==> config.mk <==
export PLATFORM = sky130hd
export DESIGN_NAME = nearest_seed_voronoi_labeler
export DESIGN_NICKNAME = d
export VERILOG_FILES = /design/src/sv/nsvl_pkg.sv /design/src/sv/nsvl_ram.sv /design/src/sv/nsvl_ctrl.sv /design/src/sv/nsvl_dp.sv /design/src/sv/nearest_seed_voronoi_labeler.sv
export SDC_FILE = /design/constraint.sdc
export NUM_CORES = 2
export LEC_CHECK = 0
export BUFFER_PORTS_ARGS = -buffer_cell sky130_fd_sc_hd__clkbuf_2
export CAP_MARGIN = 25
export CORE_UTILIZATION = 55
export DETAILED_ROUTE_END_ITERATION = 8
export GPL_TIMING_DRIVEN = 1
export HOLD_SLACK_MARGIN = 0.1
export PLACE_DENSITY = 0.68
export SLEW_MARGIN = 0
export SYNTH_ARGS = -nofsm -noshare
export SYNTH_HDL_FRONTEND = slang
export SYNTH_SLANG_ARGS = --single-unit
==> constraint.sdc <==
create_clock -name clk -period 14.5 [get_ports clk]
set_input_delay 2.9 -clock clk [delete_from_list [all_inputs] [get_ports clk]]
set_output_delay 2.9 -clock clk [all_outputs]
set_load 0.01 [all_outputs]
==> src/sv/nsvl_pkg.sv <==
// Shared definitions for the nearest-seed labeller: field widths, item structs,
// controller state and the command/status bundles between controller and datapath.
// No dependencies.
`default_nettype none

package nsvl_pkg;

	// Defaults for the top-level parameters.
	localparam int MAX_SEEDS_DEF  = 64;
	localparam int COORD_BITS_DEF = 10;

	// Fixed field widths of the item channels.
	localparam int SLOT_FW   = 6;
	localparam int COORD_FW  = 10;
	localparam int DIST_FW   = 21;
	localparam int COLOR_FW  = 26;
	localparam int COLOR_SHIFT = 16;

	// Configuration port.
	localparam int APB_DW     = 32;
	localparam int CFG_ADDR_W = 3;
	localparam int ACTIVE_W   = 7;
	localparam logic [0:0] REG_ACTIVE_SEEDS = 1'b0;
	localparam logic [ACTIVE_W-1:0] ACTIVE_SEEDS_RESET = 7'd64;

	// Item operation codes.
	localparam logic OP_LOAD  = 1'b0;
	localparam logic OP_QUERY = 1'b1;

	typedef struct packed {
		logic                opcode;
		logic [SLOT_FW-1:0]  seed_slot;
		logic [COORD_FW-1:0] coord_x;
		logic [COORD_FW-1:0] coord_y;
	} in_item_t;

	typedef struct packed {
		logic [SLOT_FW-1:0]  nearest_slot;
		logic [DIST_FW-1:0]  nearest_dist_sq;
		logic [COLOR_FW-1:0] region_color;
	} out_item_t;

	typedef enum logic [1:0] {
		ST_IDLE,
		ST_SCAN,
		ST_DRAIN
	} state_t;

	// Controller to datapath.
	typedef struct packed {
		logic pix_load;
		logic seed_wr;
		logic rd_en;
		logic out_load;
	} ctrl_cmd_t;

	// Datapath to controller.
	typedef struct packed {
		logic pipe_busy;
		logic out_free;
	} dp_status_t;

endpackage

`default_nettype wire

==> src/sv/nsvl_ram.sv <==
// Generic simple dual-port RAM: one write port, one read port with registered data.
// Depends on nothing.
`default_nettype none

module nsvl_ram #(
	parameter int WIDTH = 20,
	parameter int DEPTH = 64,
	localparam int AW = $clog2(DEPTH)
) (
	input  wire logic             clk,
	input  wire logic             wr_en,
	input  wire logic [AW-1:0]    wr_addr,
	input  wire logic [WIDTH-1:0] wr_data,
	input  wire logic             rd_en,
	input  wire logic [AW-1:0]    rd_addr,
	output logic      [WIDTH-1:0] rd_data
);

	logic [WIDTH-1:0] mem [DEPTH];

	// Write port and registered read port.
	always_ff @(posedge clk) begin
		if (wr_en) begin
			mem[wr_addr] <= wr_data;
		end
		if (rd_en) begin
			rd_data <= mem[rd_addr];
		end
	end

endmodule

`default_nettype wire

==> src/sv/nsvl_ctrl.sv <==
// Controller of the nearest-seed labeller: accepts items, sequences the table walk
// and releases the result. Depends on nsvl_pkg.
`default_nettype none

module nsvl_ctrl
	import nsvl_pkg::*;
#(
	parameter int MAX_SEEDS = MAX_SEEDS_DEF,
	localparam int SLOT_W = $clog2(MAX_SEEDS)
) (
	input  wire logic                clk,
	input  wire logic                arst_n,
	input  wire logic                req_valid,
	input  wire logic                req_opcode,
	output logic                     req_stall,
	input  wire logic [ACTIVE_W-1:0] active_seeds,
	output ctrl_cmd_t                cmd,
	input  wire dp_status_t          sts,
	output logic      [SLOT_W-1:0]   rd_addr
);

	state_t            state_q, state_d;
	logic [SLOT_W-1:0] addr_q;
	logic [SLOT_W-1:0] last_q;
	logic [SLOT_W-1:0] last_d;
	logic [31:0]       act_ext;
	logic [31:0]       cnt;
	logic              req_accept;

	assign req_stall  = (state_q != ST_IDLE);
	assign req_accept = req_valid && !req_stall;
	assign rd_addr    = addr_q;

	// Number of entries to search: a count of zero searches entry 0, and the count
	// saturates at the table depth.
	always_comb begin
		act_ext = 32'(active_seeds);
		priority if (act_ext == 32'd0) begin
			cnt = 32'd1;
		end else if (act_ext > 32'(MAX_SEEDS)) begin
			cnt = 32'(MAX_SEEDS);
		end else begin
			cnt = act_ext;
		end
		last_d = SLOT_W'(cnt - 32'd1);
	end

	// Next-state logic.
	always_comb begin
		state_d = state_q;
		unique case (state_q)
			ST_IDLE: begin
				if (req_accept && (req_opcode == OP_QUERY)) begin
					state_d = ST_SCAN;
				end
			end
			ST_SCAN: begin
				if (addr_q == last_q) begin
					state_d = ST_DRAIN;
				end
			end
			ST_DRAIN: begin
				if (!sts.pipe_busy && sts.out_free) begin
					state_d = ST_IDLE;
				end
			end
			default: begin
				state_d = ST_IDLE;
			end
		endcase
	end

	// Command outputs.
	always_comb begin
		cmd.seed_wr  = req_accept && (req_opcode == OP_LOAD);
		cmd.pix_load = req_accept && (req_opcode == OP_QUERY);
		cmd.rd_en    = (state_q == ST_SCAN);
		cmd.out_load = (state_q == ST_DRAIN) && !sts.pipe_busy && sts.out_free;
	end

	// State register, walk address and last entry of the walk.
	always_ff @(posedge clk or negedge arst_n) begin
		if (!arst_n) begin
			state_q <= ST_IDLE;
			addr_q  <= '0;
			last_q  <= '0;
		end else begin
			state_q <= state_d;
			if (cmd.pix_load) begin
				addr_q <= '0;
				last_q <= last_d;
			end else if (state_q == ST_SCAN) begin
				addr_q <= addr_q + SLOT_W'(1);
			end
		end
	end

`ifndef ASSERT_OFF
	a_addr_in_range: assert property (@(posedge clk) disable iff (!arst_n)
		(state_q == ST_SCAN) |-> (addr_q <= last_q))
		else $error("walk address passed the last searched entry");

	a_release_idle: assert property (@(posedge clk) disable iff (!arst_n)
		cmd.out_load |=> (state_q == ST_IDLE))
		else $error("controller not idle after releasing a result");
`endif

endmodule

`default_nettype wire

==> src/sv/nsvl_dp.sv <==
// Datapath of the nearest-seed labeller: seed table, distance pipeline, running
// minimum and output register. Depends on nsvl_pkg and nsvl_ram.
`default_nettype none

module nsvl_dp
	import nsvl_pkg::*;
#(
	parameter int MAX_SEEDS  = MAX_SEEDS_DEF,
	parameter int COORD_BITS = COORD_BITS_DEF,
	localparam int SLOT_W = $clog2(MAX_SEEDS)
) (
	input  wire logic              clk,
	input  wire logic              arst_n,
	input  wire ctrl_cmd_t         cmd,
	input  wire logic [SLOT_W-1:0] rd_addr,
	input  wire in_item_t          req_item,
	output dp_status_t             sts,
	output logic                   rsp_valid,
	input  wire logic              rsp_stall,
	output out_item_t              rsp_item
);

	localparam int CB     = COORD_BITS;
	localparam int SQW    = 2 * CB;
	localparam int DW     = 2 * CB + 1;
	localparam int SW_EXT = (SLOT_W > SLOT_FW) ? SLOT_W : SLOT_FW;

	logic [CB-1:0]     px_in, py_in;
	logic [SW_EXT-1:0] slot_ext;
	logic              wr_en;
	logic [2*CB-1:0]   rd_data;
	logic [CB-1:0]     rx, ry;

	logic [CB-1:0]     px_q, py_q;

	logic              v_s1, v_s2, v_s3;
	logic [SLOT_W-1:0] idx_s1, idx_s2, idx_s3;
	logic [CB-1:0]     dx_s2, dy_s2, x_s2, y_s2, x_s3, y_s3;
	logic [SQW-1:0]    dx2_s3, dy2_s3;
	logic [SQW-1:0]    dxw, dyw;

	logic [DW-1:0]     sum;
	logic              take;
	logic [SLOT_W-1:0] best_idx_q;
	logic [DW-1:0]     best_d_q;
	logic [CB-1:0]     best_x_q, best_y_q;

	logic [15:0]       cx16, cy16;
	logic [31:0]       color32;
	logic              rsp_valid_q;

	// Seed write: only the low coordinate bits are kept, and slots beyond the
	// table are dropped.
	assign px_in    = CB'(req_item.coord_x);
	assign py_in    = CB'(req_item.coord_y);
	assign slot_ext = SW_EXT'(req_item.seed_slot);
	assign wr_en    = cmd.seed_wr && (32'(slot_ext) < 32'(MAX_SEEDS));

	nsvl_ram #(
		.WIDTH (2 * CB),
		.DEPTH (MAX_SEEDS)
	) u_seed_ram (
		.clk     (clk),
		.wr_en   (wr_en),
		.wr_addr (slot_ext[SLOT_W-1:0]),
		.wr_data ({px_in, py_in}),
		.rd_en   (cmd.rd_en),
		.rd_addr (rd_addr),
		.rd_data (rd_data)
	);

	assign rx = rd_data[2*CB-1:CB];
	assign ry = rd_data[CB-1:0];

	// Pipeline valid bits.
	always_ff @(posedge clk or negedge arst_n) begin
		if (!arst_n) begin
			v_s1 <= 1'b0;
			v_s2 <= 1'b0;
			v_s3 <= 1'b0;
		end else begin
			v_s1 <= cmd.rd_en;
			v_s2 <= v_s1;
			v_s3 <= v_s2;
		end
	end

	assign dxw = SQW'(dx_s2);
	assign dyw = SQW'(dy_s2);

	// Pixel capture, absolute differences, then squares.
	always_ff @(posedge clk) begin
		if (cmd.pix_load) begin
			px_q <= px_in;
			py_q <= py_in;
		end
		idx_s1 <= rd_addr;
		idx_s2 <= idx_s1;
		x_s2   <= rx;
		y_s2   <= ry;
		dx_s2  <= (rx >= px_q) ? (rx - px_q) : (px_q - rx);
		dy_s2  <= (ry >= py_q) ? (ry - py_q) : (py_q - ry);
		idx_s3 <= idx_s2;
		x_s3   <= x_s2;
		y_s3   <= y_s2;
		dx2_s3 <= dxw * dxw;
		dy2_s3 <= dyw * dyw;
	end

	// Running minimum: entry 0 seeds it, later entries replace it only when
	// strictly closer, so ties keep the lowest index.
	assign sum  = DW'(dx2_s3) + DW'(dy2_s3);
	assign take = v_s3 && ((idx_s3 == '0) || (sum < best_d_q));

	always_ff @(posedge clk) begin
		if (take) begin
			best_idx_q <= idx_s3;
			best_d_q   <= sum;
			best_x_q   <= x_s3;
			best_y_q   <= y_s3;
		end
	end

	// Output register, freed by a transfer on the result channel.
	assign cx16    = 16'(best_x_q);
	assign cy16    = 16'(best_y_q);
	assign color32 = {cx16, 16'h0000} ^ {16'h0000, cy16};

	always_ff @(posedge clk or negedge arst_n) begin
		if (!arst_n) begin
			rsp_valid_q <= 1'b0;
		end else if (cmd.out_load) begin
			rsp_valid_q <= 1'b1;
		end else if (!rsp_stall) begin
			rsp_valid_q <= 1'b0;
		end
	end

	always_ff @(posedge clk) begin
		if (cmd.out_load) begin
			rsp_item.nearest_slot    <= SLOT_FW'(best_idx_q);
			rsp_item.nearest_dist_sq <= DIST_FW'(best_d_q);
			rsp_item.region_color    <= color32[COLOR_FW-1:0];
		end
	end

	assign rsp_valid     = rsp_valid_q;
	assign sts.pipe_busy = v_s1 || v_s2 || v_s3;
	assign sts.out_free  = !rsp_valid_q || !rsp_stall;

`ifndef ASSERT_OFF
	a_idx_order: assert property (@(posedge clk) disable iff (!arst_n)
		(v_s2 && v_s3) |-> (idx_s2 == idx_s3 + SLOT_W'(1)))
		else $error("distance pipeline entries out of order");

	a_load_quiet: assert property (@(posedge clk) disable iff (!arst_n)
		cmd.seed_wr |-> !(v_s1 || v_s2 || v_s3))
		else $error("seed written while a search is in flight");
`endif

endmodule

`default_nettype wire

==> src/sv/nearest_seed_voronoi_labeler.sv <==
// Nearest-seed labeller top level: a load item writes one seed slot without a stall; a query
// walks the first active_seeds table entries (at least one, at most MAX_SEEDS), one per
// cycle through the seed RAM read port. After a query, req_stall holds until the walk
// has drained and the result is loaded; a new item is taken the cycle after a load.
// The result waits in an output register while the next item is taken.
// arst_n clears the controller, the pipeline valid bits and sets active_seeds to 64.
// Depends on nsvl_pkg, nsvl_ctrl, nsvl_dp and nsvl_ram.
`default_nettype none

module nearest_seed_voronoi_labeler
	import nsvl_pkg::*;
#(
	parameter int MAX_SEEDS  = MAX_SEEDS_DEF,
	parameter int COORD_BITS = COORD_BITS_DEF
) (
	input  wire logic                  clk,
	input  wire logic                  arst_n,
	input  wire logic                  req_valid,
	output logic                       req_stall,
	input  wire in_item_t              req_item,
	output logic                       rsp_valid,
	input  wire logic                  rsp_stall,
	output out_item_t                  rsp_item,
	input  wire logic                  psel,
	input  wire logic                  penable,
	input  wire logic                  pwrite,
	input  wire logic [CFG_ADDR_W-1:0] paddr,
	input  wire logic [APB_DW-1:0]     pwdata,
	output logic      [APB_DW-1:0]     prdata,
	output logic                       pready
);

	localparam int SLOT_W = $clog2(MAX_SEEDS);

	logic [ACTIVE_W-1:0] active_seeds_q;
	logic                cfg_wr;
	logic [0:0]          reg_idx;
	ctrl_cmd_t           cmd;
	dp_status_t          sts;
	logic [SLOT_W-1:0]   rd_addr;

	// Configuration register.
	assign pready  = 1'b1;
	assign reg_idx = paddr[CFG_ADDR_W-1:2];
	assign cfg_wr  = psel && penable && pwrite && pready;
	assign prdata  = (reg_idx == REG_ACTIVE_SEEDS) ? APB_DW'(active_seeds_q) : '0;

	always_ff @(posedge clk or negedge arst_n) begin
		if (!arst_n) begin
			active_seeds_q <= ACTIVE_SEEDS_RESET;
		end else if (cfg_wr && (reg_idx == REG_ACTIVE_SEEDS)) begin
			active_seeds_q <= pwdata[ACTIVE_W-1:0];
		end
	end

	nsvl_ctrl #(
		.MAX_SEEDS (MAX_SEEDS)
	) u_ctrl (
		.clk          (clk),
		.arst_n       (arst_n),
		.req_valid    (req_valid),
		.req_opcode   (req_item.opcode),
		.req_stall    (req_stall),
		.active_seeds (active_seeds_q),
		.cmd          (cmd),
		.sts          (sts),
		.rd_addr      (rd_addr)
	);

	nsvl_dp #(
		.MAX_SEEDS  (MAX_SEEDS),
		.COORD_BITS (COORD_BITS)
	) u_dp (
		.clk       (clk),
		.arst_n    (arst_n),
		.cmd       (cmd),
		.rd_addr   (rd_addr),
		.req_item  (req_item),
		.sts       (sts),
		.rsp_valid (rsp_valid),
		.rsp_stall (rsp_stall),
		.rsp_item  (rsp_item)
	);

endmodule

`default_nettype wire
==> flow_metrics.tcl <==
set metrics [dict create \
    outcome "finished clean" \
    layout-drive-gt1-share_pct 19.8 \
    hold_buffers 0 \
    antenna_found_initial 8 \
    synth_top_cell_by_area "edfxtp_1" \
    endpoint_kind "primary output" \
    critPathBufInv 2 \
    drt_iter0_drc 3248 \
    setup.worst_path.class "input port to primary output" \
    boundaryPins 157 \
    cts-resized-gates 0 \
    routed_wire_length_per_instance_um 26.4 \
    dr.pass1.iters 7 \
    die_w_um 345 \
    critPathMaxStageDelay_ps 140 \
    grt_pass1_wl_um 214000 \
    max_clock_freq_ghz 0.161 \
    cp_common_cell "clkbuf_2" \
    via_per_inst 6.00 \
    seqCellArea_mm2 0.0454 \
    htreeDepth 4 \
    crit_required_ps 11600 \
    cts_buffers 157 \
    fin_ws_ps 8280 \
    routabilityCongestion 0.852 \
    crit_arrival_ps 3320 \
    drv_cap 0 \
    yosys_warnings 0 \
    min_period_over_period_pct 42.9 \
    via_count 32800 \
    port_buffers 97 \
    synthFlopType "edfxtp_1" \
    fp.coreArea_mm2 0.117 \
    relSlewSlack_pct 34.0 \
    die_y_um 345 \
    fin_crit_ps 6220 \
    nets 4159 \
    fp.dieArea_mm2 0.119 \
    hold_path_class "flop to flop" \
    fin_tns_setup_ps 0 \
    hold_viol 0 \
    initial_core_util_pct 55.7 \
    rsz0062_at_grt "false" \
    synth_cells 3605 \
    placed_area_mm2 0.0675 \
    yosys-top-cells-area "edfxtp_1 65%, mux4_2 9.4%, dfxtp_1 3.6%" \
    ys_async_sr_fraction_pct 1.61 \
    syn_avg_cell_area_um2 18.0 \
    path_max_fanout 8 \
    syn_to_final_growth_pct 11.7 \
    drc_errors 0 \
    fin_worst_skew_ps 47.6 \
    place_ws_ps 8270 \
    worstMarginPinSlew_ps 979 \
    path_clk_slew_ps 60 \
    cts_num_sinks 1555 \
    cts_tree "yes" \
    setup_viol_count_final 0 \
    clockBufferDepth 3 \
    synth-seq-cells 1555 \
    slew_viol_final 0 \
    multi_input_comb_area_mm2 0.0181 \
    yosysTopAreaCellShare_pct 65.4 \
    netlist_area_mm2 0.0649 \
    ys_types 64 \
    utilization_pct 62.2 \
    grt.overflow.total 0 \
    synth_edf_count 1414 \
    final_area_mm2 0.0725 \
    cpMaxStageDelayCell "clkbuf_2" \
    grt_pass1_vias 32700 \
    start_kind "input port" \
    hpwl_um 84800 \
    cp_cell_sequence "clkbuf_2, nor2b_1, clkbuf_2" \
    n_fill_cell 8221 \
    drt-total-wl_um 144000 \
    yosysSeqAreaShare_pct 70.0 \
    cts_setup_buffers 0 \
    placementRows 125 \
    clock_latency_ps 760 \
    grt_start_max_net_pins 100 \
    cts-root-buf "clkbuf_16" \
    grt_usage_pct 24.5 \
    critPathTopFamily "buffers and inverters" \
    ant_nets 0 \
]
layer usage:
layer  GRT usage [%]  routed length, µm  share of wire, %  up-vias
met4            6.65               3290               2.3        4
li1                -                  -                 -    14400
met3            4.28              11000               7.6      187
met1            35.9              61800                43    16900
met5               0                 25             0.017        -
met2            38.2              68200                47     1296
metrics by stage:
step	hold slack (ps)	std cells
finish	317	5462
global route	321	5461
CTS	318	5458
global placement	310	5173
detailed placement	312	5179
floorplan	310	3635
final timing paths:
check | slack (ps) | end | startpoint | depth (start not counted)
worst max register to register | 9240 | u_dp.dy2_s3[19]$_DFF_P_ | u_dp.dy_s2[3]$_DFF_P_ | 16
max in group asynchronous | 11780 | u_ctrl.rd_addr[0]$_DFFE_PN0P_ | arst_n | 1
worst max-delay path | 8280 | prdata[1] | paddr[2] | 3
worst min register to register | 320 | u_dp.y_s3[2]$_DFF_P_ | u_dp.y_s2[2]$_DFF_P_ | 0
worst min-delay path | 320 | u_dp.y_s3[2]$_DFF_P_ | u_dp.y_s2[2]$_DFF_P_ | 0
min in group asynchronous | 2180 | active_seeds_q[5]$_DFFE_PN0P_ | arst_n | 1
registers in the layout, summed over array words and instances (netlist names), 10 cells and up:
register	flops
u_dp.u_seed_ram.mem	1280
u_dp.rsp_item	47
u_dp.best_d_q	21
u_dp.u_seed_ram.rd_data	20
u_dp.dx2_s3	19
u_dp.dy2_s3	19
u_dp.best_x_q	10
u_dp.best_y_q	10
u_dp.dx_s2	10
u_dp.dy_s2	10
u_dp.px_q	10
u_dp.py_q	10
u_dp.x_s2	10
u_dp.x_s3	10
u_dp.y_s2	10
u_dp.y_s3	10
Yosys cell counts (38+ instances only):
library cell,count
edfxtp_1,1414
mux4_2,272
mux2i_1,206
inv_1,181
ha_1,177
a21oi_1,123
nor2_1,122
dfxtp_1,116
o21ai_0,115
nand2_1,105
fa_1,98
clkbuf_1,75
and2_1,58
o221ai_1,58
buf_4,49
buf_2,47
xor2_1,45
xnor2_1,39
nand3_1,38
cells by family after synthesis:
logic type	after synthesis	share of synthesized area, %
mux	488	12.8
buf+inv	367	2.53
compound gates	420	4.06
other cells	2	0.0116
fa+ha+maj	275	6.44
flops	1555	70.0
simple gates	414	3.04
xor+xnor	84	1.13
cells in the final DEF, fill, tap and decap left out, types with 19 or more instances in the layout:
master / Yosys / routed
clkinv_2: 0 / 19
inv_1: 181 / 181
nand2_1: 105 / 104
o221ai_1: 58 / 58
nor2_2: 0 / 58
edfxtp_1: 1414 / 1414
o21ai_0: 115 / 115
fa_1: 98 / 98
clkbuf_1: 75 / 43
nor2_1: 122 / 58
ha_1: 177 / 177
and2_1: 58 / 58
dfxtp_1: 116 / 116
mux2i_1: 206 / 206
conb_1: 2 / 32
xor2_1: 45 / 45
clkbuf_16: 0 / 160
buf_4: 49 / 100
nor2b_1: 23 / 22
clkinv_1: 1 / 29
xnor2_1: 39 / 39
dfrtp_1: 24 / 19
a21oi_1: 123 / 123
clkbuf_2: 0 / 97
mux4_2: 272 / 272
a21o_1: 34 / 34
nand3_1: 38 / 38
cell type report:
cell class | count | area share (%)
Clock inverter | 72 | 0.980
Sequential cell | 1555 | 62.7
Inverter | 182 | 0.942
Antenna cell | 3 | 0.0104
Tap cell | 1524 | 2.63
Multi-Input combinational cell | 1713 | 25.0
Clock buffer | 207 | 5.82
Timing Repair Buffer | 206 | 1.92
Power is left out: the tool's default activity adds up to more than one toggle a clock period on the data nets, which glitch-free logic cannot reach.
